[src/hw/rtl/hte_pkg.sv]
// Shared types and constants for the HTML text escaper.
// No dependencies.
`default_nettype none

package hte_pkg;

  localparam int IN_CHAR_W  = 16;
  localparam int LEN_W      = 4;   // longest run is 11 characters
  localparam int CFG_IDX_W  = 1;

  // Register indexes
  localparam logic [CFG_IDX_W-1:0] REG_ENCODE_ENABLE = 1'd0;
  localparam logic [CFG_IDX_W-1:0] REG_BYTE_MODE     = 1'd1;

  localparam logic [IN_CHAR_W-1:0] NUM_ENTITY_MIN = 16'd160;

  // Characters
  localparam logic [7:0] CH_SPACE = 8'h20;
  localparam logic [7:0] CH_QUOT  = 8'h22;
  localparam logic [7:0] CH_AMP   = 8'h26;
  localparam logic [7:0] CH_LT    = 8'h3C;
  localparam logic [7:0] CH_GT    = 8'h3E;
  localparam logic [7:0] CH_NL    = 8'h0A;
  localparam logic [7:0] CH_HASH  = 8'h23;
  localparam logic [7:0] CH_SEMI  = 8'h3B;
  localparam logic [7:0] CH_ZERO  = 8'h30;

  // What the back end emits for one queued item
  typedef enum logic [2:0] {
    K_PASS,
    K_NBSP,
    K_QUOT,
    K_AMP,
    K_LT,
    K_GT,
    K_BR,
    K_NUM
  } kind_t;

  typedef struct packed {
    logic [IN_CHAR_W-1:0] in_char;
    logic                 last_in_chunk;
  } in_beat_t;

  typedef struct packed {
    logic [IN_CHAR_W-1:0] out_char;
    logic                 run_last;
  } out_beat_t;

  typedef struct packed {
    kind_t                kind;
    logic [IN_CHAR_W-1:0] code;
    logic [LEN_W-1:0]     len;
  } q_entry_t;

  typedef struct packed {
    logic encode_enable;
    logic byte_mode;
  } cfg_t;

endpackage

`default_nettype wire

[src/hw/rtl/hte_front.sv]
// Front end: accepts input beats, classifies each character and tracks the blank flag.
// Depends on hte_pkg.
`default_nettype none

module hte_front import hte_pkg::*; #(
  parameter int CHAR_BITS = 16
) (
  input  wire logic     clk,
  input  wire logic     rst_n,
  input  wire cfg_t     cfg,
  input  wire logic     in_valid,
  output logic          in_stall,
  input  wire in_beat_t in_data,
  input  wire logic     q_full,
  output logic          q_push,
  output q_entry_t      q_entry
);

  localparam int CODE_W = (CHAR_BITS < IN_CHAR_W) ? CHAR_BITS : IN_CHAR_W;
  localparam logic [IN_CHAR_W-1:0] CODE_MASK = IN_CHAR_W'((64'd1 << CODE_W) - 64'd1);

  logic                 prev_blank_r, prev_blank_nxt;
  logic                 accept;
  logic [IN_CHAR_W-1:0] code;
  kind_t                kind;
  logic [LEN_W-1:0]     len;

  assign in_stall = q_full;
  assign accept   = in_valid && !q_full;
  assign q_push   = accept;

  // Mask to the character width, then to the byte lane in byte mode
  always_comb begin
    code = in_data.in_char & CODE_MASK;
    if (cfg.byte_mode) begin
      code = code & IN_CHAR_W'(8'hFF);
    end
  end

  // Classify and update the blank flag
  always_comb begin
    kind           = K_PASS;
    len            = LEN_W'(1);
    prev_blank_nxt = prev_blank_r;
    if (cfg.encode_enable) begin
      prev_blank_nxt = 1'b0;
      if (code == IN_CHAR_W'(CH_SPACE)) begin
        if (prev_blank_r) begin
          kind = K_NBSP;
          len  = LEN_W'(6);
        end else begin
          prev_blank_nxt = 1'b1;
        end
      end else if (code == IN_CHAR_W'(CH_QUOT)) begin
        kind = K_QUOT;
        len  = LEN_W'(6);
      end else if (code == IN_CHAR_W'(CH_AMP)) begin
        kind = K_AMP;
        len  = LEN_W'(5);
      end else if (code == IN_CHAR_W'(CH_LT)) begin
        kind = K_LT;
        len  = LEN_W'(4);
      end else if (code == IN_CHAR_W'(CH_GT)) begin
        kind = K_GT;
        len  = LEN_W'(4);
      end else if (code == IN_CHAR_W'(CH_NL)) begin
        kind = K_BR;
        len  = LEN_W'(11);
      end else if (!cfg.byte_mode && code >= NUM_ENTITY_MIN) begin
        // "&#" + 3..5 digits + ";"
        kind = K_NUM;
        if (code >= IN_CHAR_W'(10000)) begin
          len = LEN_W'(8);
        end else if (code >= IN_CHAR_W'(1000)) begin
          len = LEN_W'(7);
        end else begin
          len = LEN_W'(6);
        end
      end
    end
    if (in_data.last_in_chunk) begin
      prev_blank_nxt = 1'b0;
    end
  end

  assign q_entry = '{kind: kind, code: code, len: len};

  always_ff @(posedge clk) begin
    if (!rst_n) begin
      prev_blank_r <= 1'b0;
    end else if (accept) begin
      prev_blank_r <= prev_blank_nxt;
    end
  end

endmodule

`default_nettype wire

[src/hw/rtl/hte_queue.sv]
// Small FIFO of classified items between the front and back ends.
// Depends on hte_pkg.
`default_nettype none

module hte_queue import hte_pkg::*; #(
  parameter int DEPTH = 4
) (
  input  wire logic     clk,
  input  wire logic     rst_n,
  input  wire logic     push,
  input  wire q_entry_t push_data,
  input  wire logic     pop,
  output logic          full,
  output logic          not_empty,
  output q_entry_t      head
);

  localparam int PTR_W = (DEPTH > 1) ? $clog2(DEPTH) : 1;
  localparam int CNT_W = $clog2(DEPTH + 1);

  q_entry_t             mem_r [DEPTH];
  logic [PTR_W-1:0]     wr_ptr_r, wr_ptr_nxt;
  logic [PTR_W-1:0]     rd_ptr_r, rd_ptr_nxt;
  logic [CNT_W-1:0]     count_r, count_nxt;

  assign full      = (count_r == CNT_W'(DEPTH));
  assign not_empty = (count_r != '0);
  assign head      = mem_r[rd_ptr_r];

  // Pointer wrap and occupancy
  always_comb begin
    wr_ptr_nxt = wr_ptr_r;
    rd_ptr_nxt = rd_ptr_r;
    count_nxt  = count_r;
    if (push) begin
      wr_ptr_nxt = (wr_ptr_r == PTR_W'(DEPTH - 1)) ? '0 : wr_ptr_r + PTR_W'(1);
    end
    if (pop) begin
      rd_ptr_nxt = (rd_ptr_r == PTR_W'(DEPTH - 1)) ? '0 : rd_ptr_r + PTR_W'(1);
    end
    if (push && !pop) begin
      count_nxt = count_r + CNT_W'(1);
    end else if (pop && !push) begin
      count_nxt = count_r - CNT_W'(1);
    end
  end

  always_ff @(posedge clk) begin
    if (!rst_n) begin
      wr_ptr_r <= '0;
      rd_ptr_r <= '0;
      count_r  <= '0;
    end else begin
      wr_ptr_r <= wr_ptr_nxt;
      rd_ptr_r <= rd_ptr_nxt;
      count_r  <= count_nxt;
    end
  end

  // Storage
  always_ff @(posedge clk) begin
    if (push) begin
      mem_r[wr_ptr_r] <= push_data;
    end
  end

endmodule

`default_nettype wire

[src/hw/rtl/hte_back.sv]
// Back end: expands the queue head into its run of characters, one per cycle unless out_stall holds the output.
// Depends on hte_pkg.
`default_nettype none

module hte_back import hte_pkg::*; (
  input  wire logic     clk,
  input  wire logic     rst_n,
  input  wire logic     q_valid,
  input  wire q_entry_t q_head,
  output logic          q_pop,
  output logic          out_valid,
  input  wire logic     out_stall,
  output out_beat_t     out_data
);

  localparam logic [47:0] TXT_NBSP = "&nbsp;";
  localparam logic [47:0] TXT_QUOT = "&quot;";
  localparam logic [39:0] TXT_AMP  = "&amp;";
  localparam logic [31:0] TXT_LT   = "&lt;";
  localparam logic [31:0] TXT_GT   = "&gt;";
  localparam logic [87:0] TXT_BR   = "&lt;br/&gt;";

  logic [LEN_W-1:0]     idx_r, idx_nxt;
  logic [IN_CHAR_W-1:0] rem_r, rem_nxt;
  logic                 out_valid_r, out_valid_nxt;
  out_beat_t            out_data_r, out_data_nxt;

  logic                 emit;
  logic                 run_end;
  logic [IN_CHAR_W-1:0] cur_rem;
  logic [2:0]           pos;
  logic [16:0]          pow;
  logic [16:0]          thr;
  logic [16:0]          sub;
  logic [3:0]           digit;
  logic [7:0]           txt;
  logic [IN_CHAR_W-1:0] ch;

  // Character idx of a fixed entity string
  function automatic logic [7:0] txt_char(kind_t k, logic [LEN_W-1:0] i);
    logic [7:0] c;
    c = CH_SEMI;
    case (k)
      K_NBSP:  c = TXT_NBSP[8*(5 - int'(i)) +: 8];
      K_QUOT:  c = TXT_QUOT[8*(5 - int'(i)) +: 8];
      K_AMP:   c = TXT_AMP[8*(4 - int'(i)) +: 8];
      K_LT:    c = TXT_LT[8*(3 - int'(i)) +: 8];
      K_GT:    c = TXT_GT[8*(3 - int'(i)) +: 8];
      K_BR:    c = TXT_BR[8*(10 - int'(i)) +: 8];
      default: c = CH_SEMI;
    endcase
    return c;
  endfunction

  assign emit    = q_valid && (!out_valid_r || !out_stall);
  assign run_end = (idx_r == q_head.len - LEN_W'(1));
  assign q_pop   = emit && run_end;

  // Decimal digit: the first digit starts from the stored code
  assign cur_rem = (idx_r == LEN_W'(2)) ? q_head.code : rem_r;
  assign pos     = 3'(q_head.len - LEN_W'(2) - idx_r);

  always_comb begin
    case (pos)
      3'd0:    pow = 17'd1;
      3'd1:    pow = 17'd10;
      3'd2:    pow = 17'd100;
      3'd3:    pow = 17'd1000;
      3'd4:    pow = 17'd10000;
      default: pow = 17'd1;
    endcase
  end

  // Largest multiple of the place value that fits
  always_comb begin
    digit = '0;
    sub   = '0;
    thr   = '0;
    for (int k = 1; k <= 9; k++) begin
      thr = 17'(pow * 17'(k));
      if ({1'b0, cur_rem} >= thr) begin
        digit = 4'(k);
        sub   = thr;
      end
    end
    rem_nxt = cur_rem - sub[IN_CHAR_W-1:0];
  end

  // Character for this step of the run
  always_comb begin
    txt = txt_char(q_head.kind, idx_r);
    case (q_head.kind)
      K_PASS: ch = q_head.code;
      K_NUM: begin
        if (idx_r == LEN_W'(0)) begin
          ch = IN_CHAR_W'(CH_AMP);
        end else if (idx_r == LEN_W'(1)) begin
          ch = IN_CHAR_W'(CH_HASH);
        end else if (run_end) begin
          ch = IN_CHAR_W'(CH_SEMI);
        end else begin
          ch = IN_CHAR_W'(CH_ZERO) + IN_CHAR_W'(digit);
        end
      end
      default: ch = IN_CHAR_W'(txt);
    endcase
  end

  // Output register and run counter
  always_comb begin
    idx_nxt       = idx_r;
    out_data_nxt  = out_data_r;
    out_valid_nxt = out_valid_r && out_stall;
    if (emit) begin
      out_valid_nxt = 1'b1;
      out_data_nxt  = '{out_char: ch, run_last: run_end};
      idx_nxt       = run_end ? '0 : idx_r + LEN_W'(1);
    end
  end

  always_ff @(posedge clk) begin
    if (!rst_n) begin
      idx_r       <= '0;
      out_valid_r <= 1'b0;
    end else begin
      idx_r       <= idx_nxt;
      out_valid_r <= out_valid_nxt;
    end
  end

  always_ff @(posedge clk) begin
    out_data_r <= out_data_nxt;
    if (emit) begin
      rem_r <= rem_nxt;
    end
  end

  assign out_valid = out_valid_r;
  assign out_data  = out_data_r;

endmodule

`default_nettype wire

[src/hw/rtl/html_text_escaper_core.sv]
// HTML text escaper top level: configuration registers, front end, queue, back end.
// Depends on hte_pkg, hte_front, hte_queue and hte_back.
//
// Usage:
//   in_*  : one character per beat (in_data.in_char, in_data.last_in_chunk); a beat is
//           taken when in_valid is high and in_stall is low.
//   out_* : one escaped character per beat; out_data.run_last marks the final
//           character of each input's run. The sink holds out_stall high to wait.
//   cfg_* : cfg_we writes cfg_wdata to register cfg_index (0 encode_enable,
//           1 byte_mode); write only while the block is idle.
// An accepted item is written into the queue; its first output character is then loaded
// from the queue head into the output register.
// The back end emits one character per cycle while out_stall is low; an item's run is
// 1 character for a plain character and up to 11 for a newline.
// The queue between front and back holds QUEUE_DEPTH items; in_stall rises only
// when it is full. A stalled output holds its beat, and the back end waits.
// Reset (rst_n low, synchronous) empties the queue and the output register, clears
// the blank flag and sets encode_enable = 1, byte_mode = 0.
`default_nettype none

module html_text_escaper_core import hte_pkg::*; #(
  parameter int CHAR_BITS   = 16,
  parameter int QUEUE_DEPTH = 4
) (
  input  wire logic                 clk,
  input  wire logic                 rst_n,
  input  wire logic                 in_valid,
  output logic                      in_stall,
  input  wire in_beat_t             in_data,
  output logic                      out_valid,
  input  wire logic                 out_stall,
  output out_beat_t                 out_data,
  input  wire logic                 cfg_we,
  input  wire logic [CFG_IDX_W-1:0] cfg_index,
  input  wire logic                 cfg_wdata
);

  cfg_t     cfg_r, cfg_nxt;
  logic     q_push;
  logic     q_pop;
  logic     q_full;
  logic     q_valid;
  q_entry_t q_in;
  q_entry_t q_head;

  // Configuration registers
  always_comb begin
    cfg_nxt = cfg_r;
    if (cfg_we) begin
      case (cfg_index)
        REG_ENCODE_ENABLE: cfg_nxt.encode_enable = cfg_wdata;
        REG_BYTE_MODE:     cfg_nxt.byte_mode     = cfg_wdata;
        default:           cfg_nxt = cfg_r;
      endcase
    end
  end

  always_ff @(posedge clk) begin
    if (!rst_n) begin
      cfg_r <= '{encode_enable: 1'b1, byte_mode: 1'b0};
    end else begin
      cfg_r <= cfg_nxt;
    end
  end

  hte_front #(
    .CHAR_BITS (CHAR_BITS)
  ) u_front (
    .clk      (clk),
    .rst_n    (rst_n),
    .cfg      (cfg_r),
    .in_valid (in_valid),
    .in_stall (in_stall),
    .in_data  (in_data),
    .q_full   (q_full),
    .q_push   (q_push),
    .q_entry  (q_in)
  );

  hte_queue #(
    .DEPTH (QUEUE_DEPTH)
  ) u_queue (
    .clk       (clk),
    .rst_n     (rst_n),
    .push      (q_push),
    .push_data (q_in),
    .pop       (q_pop),
    .full      (q_full),
    .not_empty (q_valid),
    .head      (q_head)
  );

  hte_back u_back (
    .clk       (clk),
    .rst_n     (rst_n),
    .q_valid   (q_valid),
    .q_head    (q_head),
    .q_pop     (q_pop),
    .out_valid (out_valid),
    .out_stall (out_stall),
    .out_data  (out_data)
  );

endmodule

`default_nettype wire

[config.mk]
export PLATFORM = sky130hd
export DESIGN_NAME = html_text_escaper_core
export DESIGN_NICKNAME = d
export VERILOG_FILES = /design/src/hw/rtl/hte_pkg.sv /design/src/hw/rtl/hte_front.sv /design/src/hw/rtl/hte_queue.sv /design/src/hw/rtl/hte_back.sv /design/src/hw/rtl/html_text_escaper_core.sv
export SDC_FILE = /design/constraint.sdc
export NUM_CORES = 1
export LEC_CHECK = 0
export BUFFER_PORTS_ARGS = -buffer_cell sky130_fd_sc_hd__clkbuf_2
export CAP_MARGIN = 20
export CORE_UTILIZATION = 55
export CTS_CLUSTER_SIZE = 24
export DETAILED_ROUTE_END_ITERATION = 8
export PLACE_DENSITY_LB_ADDON = 0.25
export SLEW_MARGIN = 10
export SYNTH_ARGS = -nofsm -noshare
export SYNTH_HDL_FRONTEND = slang
export SYNTH_SLANG_ARGS = --single-unit
[constraint.sdc]
create_clock -name clk -period 25.4 [get_ports clk]
set_input_delay 3.81 -clock clk [delete_from_list [all_inputs] [get_ports clk]]
set_output_delay 3.81 -clock clk [all_outputs]
set_load 0.02 [all_outputs]
* Yosys cells after proc, flatten, opt, wreduce, memory -nomap -nowiden
Memory sizes are Yosys's and may differ from the RTL's. A register that Yosys moved wholly into a read port is not among the register bits.
Index checks and enable logic that the tools add are counted.
W data, S select, Z words.
** Word-level totals
- Memories kept :: 1
- Bits in registers :: 48
- RAM bits :: 92
** Cells by class
- Shift-type cells :: 6
- Add/subtract/negate cells :: 14
- Magnitude comparators :: 12
- Mux-type cells :: 60
- Bitwise operators :: 1
- Reduce and logical (&&, ||, !) cells :: 22
- $mul :: 5
- Eq/ne operators :: 23
** Memories
- u_queue.mem_r :: depth 4, bits a word 23, rd ports 1, clocked after Yosys merged registers in 1, wr ports 1, RTL line hte_queue.sv:21 : q_entry_t mem_r [DEPTH];
** Operator list (count)
- $mux W16 :: 12
- $ge A16 B17 Y1 :: 6
- $shiftx A48 B32 Y8 const A :: 2
- $shiftx A88 B32 Y8 const A :: 1
- $eq A16 B6 Y1 const B :: 5
- $shiftx A32 B32 Y8 const A :: 2
- $pmux W14 S4 :: 1
- $mux W4 :: 12
- $pmux W8 S6 :: 1
- $mux W3 :: 15
- $shiftx A40 B32 Y8 const A :: 1
- $mul A14 B3 Y17 const B :: 2
- $mul A14 B2 Y16 const B :: 2
- $pmux W16 S2 :: 1
- $eq A3 B3 Y1 const B :: 6
- $mul A14 B4 Y17 const B :: 1
- $eq A16 B4 Y1 const B :: 1
- $ge A16 B10 Y1 const B :: 1
- $ge A16 B14 Y1 :: 1
- $ge A16 B14 Y1 const B :: 1
- $ge A16 B15 Y1 :: 1
- $ge A16 B16 Y1 :: 1
- $ge A16 B8 Y1 const B :: 1
- $sub A16 B16 Y16 :: 1
- other kinds (30) :: 65

* Depth between registers and ports, before layout
Gate-level depths: netlist of the first run.
- Depth after elaboration :: 19
- Mapped depth :: 47

* Hierarchy
Synthesis of the first run repeated with hierarchy kept, for this count alone.
** Second synthesis, totals
- Cell total of the unflattened synthesis :: 1220
- Area total of the unflattened synthesis :: 12264.3 µm²
** By module, submodules not included
- hte_back :: sequential area each 1091.0 µm², instances 1, area an instance 7798.7 µm², cells an instance 968
- hte_queue :: sequential area each 2942.8 µm², instances 1, area an instance 3812.4 µm², cells an instance 164
- hte_front :: sequential area each 20.0 µm², instances 1, area an instance 561.8 µm², cells an instance 78
- html_text_escaper_core :: sequential area each 40.0 µm², instances 1, area an instance 91.3 µm², cells an instance 10

* Worst setup path after synthesis of the first run
Ideal clock, no wire load.
- Path kind :: register -> register
- From :: register with a tool-made name
- To :: register u_back.rem_r[15] (data pin)
- Stages on the path, launching flop included :: 45
- Path buffers :: 4
- Slack :: 15.294 ns
- Data required time :: 25.242 ns
- Library setup time :: 0.158 ns
- Arrival time :: 9.948 ns
- Path through :: dfxtp_1 > buf_6 > buf_2 > mux4_2 > inv_1 > ha_1 > inv_1 > ha_1 > xor2_1 > xor2_1 > nor2_1 > inv_1 > clkbuf_1 > ha_1 > nand2_1 > nand2_1 > inv_1 > ha_1 > (+9 left out) > and4_1 > a221o_1 > o31a_1 > or3_1 > buf_2 > nor2_1 > o221ai_1 > a32oi_1 > ha_1 > nor2b_1 > o31a_1 > o21ai_0 > a211oi_1 > nor2_1 > a21oi_1 > a2111o_1 > a31o_2 > o211ai_1
** RTL lines
- end signal, assigned :: RTL line hte_back.sv:134 : rem_r <= rem_nxt;
- end, declared :: RTL line hte_back.sv:24 : logic [IN_CHAR_W-1:0] rem_r, rem_nxt;

==> summary.md, run 1 <==
| Metric | Value |
|---|---|
| Final net count | between 1000 and 1500 |
| Fin util | 61.1% |
| Worst slew pin tran | 1.06 ns |
| IO Count | 43 |
| CP arrival | ~11 ns |
| First-pass GRT wire length | between 50000 and 60000 µm |
| Horiz. Die Dim | 151 µm |
| Minimum clock period | around 11 ns |
| Die Y | 151 µm |
| Yosys cell types | 84 |
| DRC Markers | 0 |
| Layout Cells excl Fill | ~1600 |
| Largest fanout on the critical path | 25 |
| Multi-input logic area | ~0.0076 mm² |
| Max-cap check violation count | 0 |
| Total wire length | 35300 µm |
| Final hold violation count | 0 |
| Root Driver | clkbuf_16 |
| Die ar. | 0.0227 mm² |
| Diode count | 0 |
| CTS tree | yes |
| WL per Instance | 22.3 µm |
| Clock sink count | 142 |
| CTS Buf Count | 17 |
| Vias/cell | 6.51 |
| Met1 Use GR | 40.7% |
| Cells after Synth | 1256 |
| Critical-path top delay cell | dfxtp_2 |
| Most frequent cells in the layout | ha_1, edfxtp_1, nand2_1 |
| Most common flop cell mapped by yosys | edfxtp_1 |
| Antenna violations before repair | 0 |
| Slew margin rel. | 28.8% |
| Crit-path max cell delay | 0.92 ns |
| Initial core utilization | 55.9% |
| Mapped Area | approximately 0.012 mm² |
| Hold Path Class | flop to flop |
| Met3 usage | 4.61% |
| Seq cells post-synth | 142 |
| Htree depth | 4 |
| Sequential Area | 0.00410 mm² |
| Fmax | around 0.091 GHz |
| FP Rows | 54 |
| Worst-path clk slew | 0.06 ns |
| Hold_buf cts | 0 |
| Post-synthesis sequential area ratio | 33.7% |
| Fillcell total | approximately 1800 |
| Largest net degree at the start of global routing | 41 |
| Total GRT Usage | 31.7% |
| Slew Viols, Final | 0 |
| Cell mode on critical path | ha_1 |
| PortBufs | 42 |
| Final Cycle Share | between 40% and 50% |
| Share of layout cells above drive strength 1 | a little over a tenth |
| Global route hottest layer | met2 |
| Setup Buffers After CTS | 0 |
| Total grt overflow | 0 |
| GR Layer Usage met2 | 52.3% |
| Syn_area_per_cell | 9.68 µm² |
| Async SR Flop Fraction | 0% |
| Post-CTS sizing | 0 |
| Core area | 0.0218 mm² |
| Clk buf depth | 2 |
| Post-route ant nets | 0 |
| CP Capture Type | flop |
| Synth warn | 0 |
| Area added between synthesis and finish | 9.35% |
| Most common cell after layout, fill and taps aside | ha_1 |
| Post-Place Cells | 1552 |
| Number of synthesized flops with an enable pin | 125 |
| Setup violators final | 0 |
| Status | finished, final reports clean |
| CP Class | flop to flop |
| DRT iter0 DRCs | between 900 and 1000 |
| Clk_lat worst skew | ~0.42 ns |
| RSZ-0062 raised after global routing | false |
| Vias | 10300 |
| Final HPWL DP | between 20000 and 30000 µm |
| Fin Setup TNS | 0 ns |
| Worst Path Required | between 20 and 30 ns |
| Clock skew | 0.0135 ns |
| GPL Wtd Cong | around 1.1 |
| First-pass detailed-route iteration total | 5 |
| Vias in the first global route | 9693 |
| Startpoint types | flop |
[logic make-up after synthesis]
group / share of synthesized area [%]
and+or+nand+nor: 15.4
AOI/OAI and AO/OA: 19.4
adders and majority gates: 18.5
DFF: 33.7
buffers and inverters: 3.83
xor gates and xnor gates: 3.46
muxes: 5.63
other: 0.0308
[final timing paths]
path / end / slack (ns) / from / depth (start not counted)
hold / removal: u_back.out_valid / 0.53 / u_back.out_valid / 2
hold reg to reg: u_back.out_valid / 0.53 / u_back.out_valid / 2
setup / recovery: u_back.rem_r[15] / 14.35 / flop / 40
setup reg to reg: u_back.rem_r[15] / 14.35 / flop / 40
[per-layer routing]
metal,up-vias,part of all wire (%)
met5,-,0
met4,0,4.4
met3,85,6.7
met2,440,48
met1,4965,41
li1,4832,-
[critical path: cells and delay by family (launching register included)]
kind | cells | cell delay [ns]
muxes | 1 | 0.61
xor gates and xnor gates | 3 | 0.98
buffers and inverters | 4 | 0.85
AOI/OAI and AO/OA | 16 | 3.38
DFF | 1 | 0.92
and+or+nand+nor | 9 | 1.96
adders and majority gates | 7 | 2.16
[Yosys cell counts (all sizes together), types with 4 or more instances]
master | number | area share (%)
a2111oi | 5 | 0.36
a211o | 7 | 0.50
a211oi | 16 | 0.99
a21boi | 11 | 0.68
a21o | 29 | 1.8
a21oi | 102 | 4.3
a221oi | 7 | 0.50
a22oi | 9 | 0.56
a31oi | 16 | 0.82
a32oi | 4 | 0.29
and2 | 22 | 1.1
and3 | 9 | 0.46
and4 | 5 | 0.36
buf | 10 | 0.46
clkbuf | 36 | 1.1
dfxtp | 17 | 2.8
edfxtp | 125 | 31
fa | 7 | 1.2
ha | 168 | 17
inv | 71 | 2.2
mux2i | 14 | 1.2
mux4 | 23 | 4.3
nand2 | 101 | 3.1
nand2b | 13 | 0.67
nand3 | 29 | 1.2
nand4 | 11 | 0.57
nor2 | 83 | 2.6
nor2b | 26 | 1.3
nor3 | 36 | 1.5
nor4 | 8 | 0.46
o2111ai | 7 | 0.50
o211ai | 10 | 0.73
o21a | 6 | 0.37
o21ai | 62 | 2.6
o21bai | 9 | 0.56
o22ai | 4 | 0.21
o31a | 4 | 0.29
o31ai | 7 | 0.43
o41ai | 6 | 0.49
or2 | 7 | 0.36
or3 | 12 | 0.62
or4 | 7 | 0.43
xnor2 | 33 | 2.4
xor2 | 15 | 1.1
[sequential cells by signal (all words and copies together), names as in the netlist, named ones only]
register / flops
u_queue.count_r: 3
u_front.prev_blank_r: 1
u_back.idx_r: 4
u_back.rem_r: 16
u_queue.mem_r: 92
u_queue.wr_ptr_r: 2
u_queue.rd_ptr_r: 2
u_back.out_data: 17
u_back.out_valid: 1
cfg_r: 2
[through the flow]
step / cell area [µm²] / hold slack, ns / setup slack (ns)
after floorplan: 12200 / 0.472 / 15.29
after global routing: 13300 / 0.569 / 13.70
final: 13300 / 0.530 / 14.35
after global placement: 12700 / 0.501 / 14.85
after CTS: 13300 / 0.532 / 14.44
after detailed placement: 12700 / 0.524 / 14.47
[area by class of cell]
type                    instances  area share (%)
repair buffers                 59            2.52
clock inverters                 8           0.470
flip-flops and latches        142            30.8
inverters                      73            2.06
well taps                     280            2.63
clock buffers                  24            4.11
multi-input cells             999            57.4
Power of run 1 is not shown: default switching activity piles up to over one toggle a cycle in this logic, so the estimate is an artifact.
==> run 2, diff against run 1 <==
Clock period 25.4 ns to 9.9 ns, I/O delays scaled along.
==> run 2 against run 1 <==
Core utilization up 0.75 points. Fmax up 18%. Critical path type unchanged. Design area up 1.2%. Critical path depth down 3. Sequential share of layout area down 0.37 points. First-iteration DRC count down 28%. Final cell count up 1.2%. Routed wire length up 6.4%. Clock skew up 0.0033 ns.
==> summary.md, run 2 (synthesized netlist as in run 1, its figures left out) <==
| Metric | Value |
|---|---|
| Setup violators final | 0 (unchanged) |
| Slew Viols, Final | 0 (unchanged) |
| Htree depth | 4 (unchanged) |
| CP Capture Type | flop (unchanged) |
| HP Start | u_back.out_valid (unchanged) |
| Worst-path clk slew | 0.07 ns (was 0.06 ns) |
| WL per Instance | 23.4 µm (was 22.3 µm) |
| Final Cycle Share | 94.7% (was 43.5%) |
| Setup slack after layout | 0.525 ns (was 14.35 ns) |
| Hold path cells | 2 (unchanged) |
| DRT iter0 DRCs | 714 (was 997) |
| Minimum clock period | 9.38 ns (was 11.05 ns) |
| Cell area after layout | 0.0135 mm² (was 0.0133 mm²) |
| Crit-path max cell delay | 0.60 ns (was 0.92 ns) |
| Max-cap check violation count | 0 (unchanged) |
| Hold Path Class | flop to flop (unchanged) |
| CTS tree | yes (unchanged) |
| Vias in the first global route | 9972 (was 9693) |
| Die Y | 151 µm (unchanged) |
| Clock sink count | 142 (unchanged) |
| Critical-path top delay cell | or3_1 (was dfxtp_2) |
| Final hold violation count | 0 (unchanged) |
| Placed Area | 0.0129 mm² (was 0.0127 mm²) |
| Post-route ant nets | 0 (unchanged) |
| CTS Buf Count | 17 (unchanged) |
| Antenna violations before repair | 0 (unchanged) |
| Initial core utilization | 55.9% (unchanged) |
| Vias | 10400 (was 10300) |
| Horiz. Die Dim | 151 µm (unchanged) |
| Worst slew pin tran | 1.05 ns (was 1.06 ns) |
| Worst hold path endpoint | u_back.out_valid (unchanged) |
| Cell mode on critical path | ha_1 (unchanged) |
| Post-Place Cells | 1571 (was 1552) |
| Clock skew | 0.0168 ns (was 0.0135 ns) |
| PortBufs | 42 (unchanged) |
| Die ar. | 0.0227 mm² (unchanged) |
| First-pass detailed-route iteration total | 5 (unchanged) |
| Area added between synthesis and finish | 10.7% (was 9.35%) |
| GPL Wtd Cong | 1.07 (was 1.06) |
| Total grt overflow | 0 (unchanged) |
| FF-to-FF path depth | 37 (was 40) |
| Share of layout cells above drive strength 1 | 12.2% (was 10.4%) |
| Total wire length | 37500 µm (was 35300 µm) |
| Layout Cells excl Fill | 1604 (was 1585) |
| Hold_buf cts | 0 (unchanged) |
| CP arrival | 9.55 ns (was 11.31 ns) |
| Clk_lat worst skew | 0.43 ns (was 0.42 ns) |
| Final net count | 1510 (was 1491) |
| Pre-CTS setup slack | 0.301 ns (was 14.47 ns) |
| Vias/cell | 6.48 (was 6.51) |
| Clk buf depth | 2 (unchanged) |
| Slew margin rel. | 29.2% (was 28.8%) |
| Reg-to-reg endpoint | u_back.rem_r[12] (was u_back.rem_r[15]) |
| Fmax | 0.107 GHz (was 0.0905 GHz) |
| Startpoint types | flop (unchanged) |
| DRC Markers | 0 (unchanged) |
| FF-to-FF setup slack | 0.52 ns (was 14.35 ns) |
| Final HPWL DP | 29300 µm (was 26700 µm) |
| Worst Path Required | 10.08 ns (was 25.66 ns) |
| CP Class | flop to flop (unchanged) |
| Most frequent cells in the layout | ha_1, edfxtp_1, nand2_1 (unchanged) |
| Most common cell after layout, fill and taps aside | ha_1 (unchanged) |
| Core area | 0.0218 mm² (unchanged) |
| RSZ-0062 raised after global routing | false (unchanged) |
| Root Driver | clkbuf_16 (unchanged) |
| Largest net degree at the start of global routing | 41 (unchanged) |
| Status | finished, final reports clean (unchanged) |
| FP Rows | 54 (unchanged) |
| Biggest register | u_queue.mem_r (unchanged) |
| First-pass GRT wire length | 57200 µm (was 53700 µm) |
| Diode count | 0 (unchanged) |
| Max FFs per register | 92 (unchanged) |
| Largest fanout on the critical path | 9 (was 25) |
| Total GRT Usage | 34.2% (was 31.7%) |
| Setup Buffers After CTS | 0 (unchanged) |
| IO Count | 43 (unchanged) |
| Fin Setup TNS | 0 ns (unchanged) |
## run 2: area by class of cell
class,instances,area [µm²]
clock buffer,17,425
clock inverter,15,150
fill,1829,8300
inverter,73,274
multi-input combinational,999,7650
sequential,142,4100
tap,280,350
timing repair buffer,78,513
## run 2: through the flow
step | util [%] | hold WS (ns)
after CTS | 61.8 | 0.524
after global placement | 58.8 | 0.491
final | 61.9 | 0.523
after detailed placement | 59.1 | 0.503
after global routing | 61.9 | 0.559
after floorplan | - | 0.472
## run 2: how the worst max path moves through the flow
stage | from | end | slack (ns) | cells after the start
after floorplan | flop | u_back.rem_r[15] | 0.21 | 44
after CTS | flop | u_back.rem_r[15] | 0.22 | 40
after detailed placement | flop | u_back.rem_r[15] | 0.30 | 40
final | flop | u_back.rem_r[12] | 0.52 | 37
after global routing | flop | u_back.rem_r[14] | 0.03 | 42
after global placement | flop | u_back.rem_r[14] | 0.47 | 40
## run 2: critical path, delay by kind of cell, from the launching register on
family / cells / cell delay [ns]
AOI/OAI and AO/OA: 12 / 2.65
xor gates and xnor gates: 4 / 0.97
adders and majority gates: 7 / 2.07
buffers and inverters: 5 / 0.95
DFF: 1 / 0.41
muxes: 1 / 0.53
and+or+nand+nor: 8 / 1.51
## run 2: what timing repair did
action / CTS / global route
hold endpoints to repair: 0 / 0
resized for setup: 0 / 8
endpoints found under the setup margin: 0 / 7
## run 2: routing by layer
layer  share of wire [%]  GRT usage, %  vias up
li1                    -             -     4871
met1                  41          42.6     4965
met2                  48          56.8      442
met3                 6.2          5.24      112
met4                 4.9          18.8        0
met5                   0             0        -
Power of run 2 is left out for the same reason.
==> run 3, diff against run 2 <==
Settings changed: BUFFER_PORTS_ARGS -buffer_cell sky130_fd_sc_hd__clkbuf_2 to not set, DONT_BUFFER_PORTS set to 1.
==> run 3 against run 2 <==
First-iteration DRC count grew 33%. Clock-buffer cell count grew 2. Die area is the same. Non-clock buffer count shrank 44. Design area shrank 2.0%. Via count shrank 1.6%. Core utilization shrank 1.2 points. Worst setup slack lost 0.0015 ns. Clock skew is essentially flat. Global-route usage shrank 1.5 points. Register-to-register slack is essentially flat. Critical path depth shrank 1. Critical endpoint is now u_back.rem_r[15]. Highest routed layer unchanged.
==> summary.md, run 3 (synthesized netlist as in run 1, its figures left out) <==
| Metric | Value |
|---|---|
| FF-to-FF path depth | 36 (was 37) |
| Reg-to-reg endpoint | u_back.rem_r[15] (was u_back.rem_r[12]) |
| Total grt overflow | 0 (unchanged) |
| Initial core utilization | 55.9% (unchanged) |
| Vias/cell | 6.55 (was 6.48) |
| Cell mode on critical path | ha_1 (unchanged) |
| CTS tree | yes (unchanged) |
| Minimum clock period | 9.38 ns (about the same) |
| Clock sink count | 142 (unchanged) |
| CTS Buf Count | 17 (unchanged) |
| Clock skew | 0.0169 ns (was 0.0168 ns) |
| Area added between synthesis and finish | 8.52% (was 10.7%) |
| Die ar. | 0.0227 mm² (unchanged) |
| Antenna violations before repair | 0 (unchanged) |
| DRC Markers | 0 (unchanged) |
| Crit path to | u_back.rem_r[15] (was u_back.rem_r[12]) |
| Core area | 0.0218 mm² (unchanged) |
| CP Class | flop to flop (unchanged) |
| Share of layout cells above drive strength 1 | 9.13% (was 12.2%) |
| Post-route ant nets | 0 (unchanged) |
| GPL Wtd Cong | 1.01 (was 1.07) |
| Fin util | 60.7% (was 61.9%) |
| Setup violators final | 0 (unchanged) |
| Vias in the first global route | 10000 (was 9972) |
| Worst Path Required | 10.16 ns (was 10.08 ns) |
| FP Rows | 54 (unchanged) |
| Die Y | 151 µm (unchanged) |
| HP Start | u_queue.count_r[2] (was u_back.out_valid) |
| Biggest register | u_queue.mem_r (unchanged) |
| Clk_lat worst skew | 0.43 ns (about the same) |
| Vias | 10200 (was 10400) |
| Total GRT Usage | 32.7% (was 34.2%) |
| CP Capture Type | flop (unchanged) |
| Max-cap check violation count | 0 (unchanged) |
| CP arrival | 9.64 ns (was 9.55 ns) |
| Setup slack after layout | 0.523 ns (was 0.525 ns) |
| Root Driver | clkbuf_16 (unchanged) |
| Hold Path Class | flop to flop (unchanged) |
| Largest net degree at the start of global routing | 41 (unchanged) |
| Max FFs per register | 92 (unchanged) |
| Worst-path clk slew | 0.06 ns (was 0.07 ns) |
| First-pass GRT wire length | 55400 µm (was 57200 µm) |
| Most common cell after layout, fill and taps aside | ha_1 (unchanged) |
| Slew Viols, Final | 0 (unchanged) |
| Pre-CTS setup slack | 0.367 ns (was 0.301 ns) |
| Htree depth | 4 (unchanged) |
| FF-to-FF setup slack | 0.52 ns (about the same) |
| Horiz. Die Dim | 151 µm (unchanged) |
| Fillcell total | 1848 (was 1829) |
| Startpoint types | flop (unchanged) |
| PortBufs | 0 (was 42) |
| Fin Setup TNS | 0 ns (unchanged) |
| Final net count | 1467 (was 1510) |
| Status | finished, final reports clean (unchanged) |
| Total wire length | 36200 µm (was 37500 µm) |
| Largest fanout on the critical path | 9 (unchanged) |
| Final HPWL DP | 27300 µm (was 29300 µm) |
| WL per Instance | 23.2 µm (was 23.4 µm) |
| DRT iter0 DRCs | 951 (was 714) |
| Fmax | 0.107 GHz (about the same) |
| Diode count | 0 (unchanged) |
| Final Cycle Share | 94.7% (about the same) |
| Clk buf depth | 2 (unchanged) |
| First-pass detailed-route iteration total | 5 (unchanged) |
| Most frequent cells in the layout | ha_1, edfxtp_1, nand2_1 (unchanged) |
| Slew margin rel. | 24.7% (was 29.2%) |
| IO Count | 43 (unchanged) |
| Crit-path max cell delay | 0.55 ns (was 0.60 ns) |
| Worst slew pin tran | 1.12 ns (was 1.05 ns) |
| Critical-path top delay cell | or3_1 (unchanged) |
| Final hold violation count | 0 (unchanged) |
## run 3: per-layer routing
metal  global-route usage, %  share of wire, %  vias up
met4                    15.8               4.4        0
met5                       0                 0        -
li1                        -                 -     4773
met3                    6.67               7.3      111
met1                    40.4                41     4861
met2                    54.5                48      482
## run 3: repair_timing
action | 4_1_cts | 5_1_grt
hold buffers | 0 | 0
buffers inserted | 0 | 4
endpoints found under the hold margin | 0 | 0
gates resized for setup | 0 | 9
endpoints found under the setup margin | 0 | 8
## run 3: area by class of cell
class	instances	area, µm²	area share, %
multi-input combinational	999	7650	58.0
sequential	142	4090	31.0
clock buffer	19	433	3.28
tap	280	350	2.65
inverter	73	282	2.13
timing repair buffer	34	263	1.99
clock inverter	13	119	0.901
timing repair inverter	1	5.00	0.0379
## run 3: worst min-delay path by stage
stage | endpoint | slack (ns) | depth (start not counted)
floorplan | u_queue.count_r[2] | 0.47 | 2
detailed placement | u_queue.count_r[2] | 0.51 | 2
global placement | u_queue.count_r[2] | 0.48 | 2
global route | u_queue.count_r[2] | 0.56 | 2
finish | u_queue.count_r[2] | 0.53 | 2
CTS | u_queue.count_r[2] | 0.54 | 2
## run 3: critical path: cells and delay by family, from the launching register on
| family | cells | cell delay (ns) |
|---|---|---|
| xor+xnor | 2 | 0.43 |
| simple gates | 10 | 2.08 |
| buf+inv | 6 | 0.91 |
| mux | 1 | 0.54 |
| fa+ha+maj | 7 | 1.97 |
| compound gates | 10 | 2.89 |
| flops | 1 | 0.41 |
## run 3: through the flow
| stage | std cells | cell area (µm²) | hold WS (ns) |
|---|---|---|---|
| 6_report | 1561 | 13200 | 0.531 |
| 5_1_grt | 1561 | 13200 | 0.565 |
| 4_1_cts | 1555 | 13100 | 0.536 |
| 3_5_place_dp | 1523 | 12600 | 0.514 |
| 3_3_place_gp | 1523 | 12600 | 0.485 |
| 2_1_floorplan | 1260 | 12200 | 0.472 |
Power of run 3 is left out for the same reason.
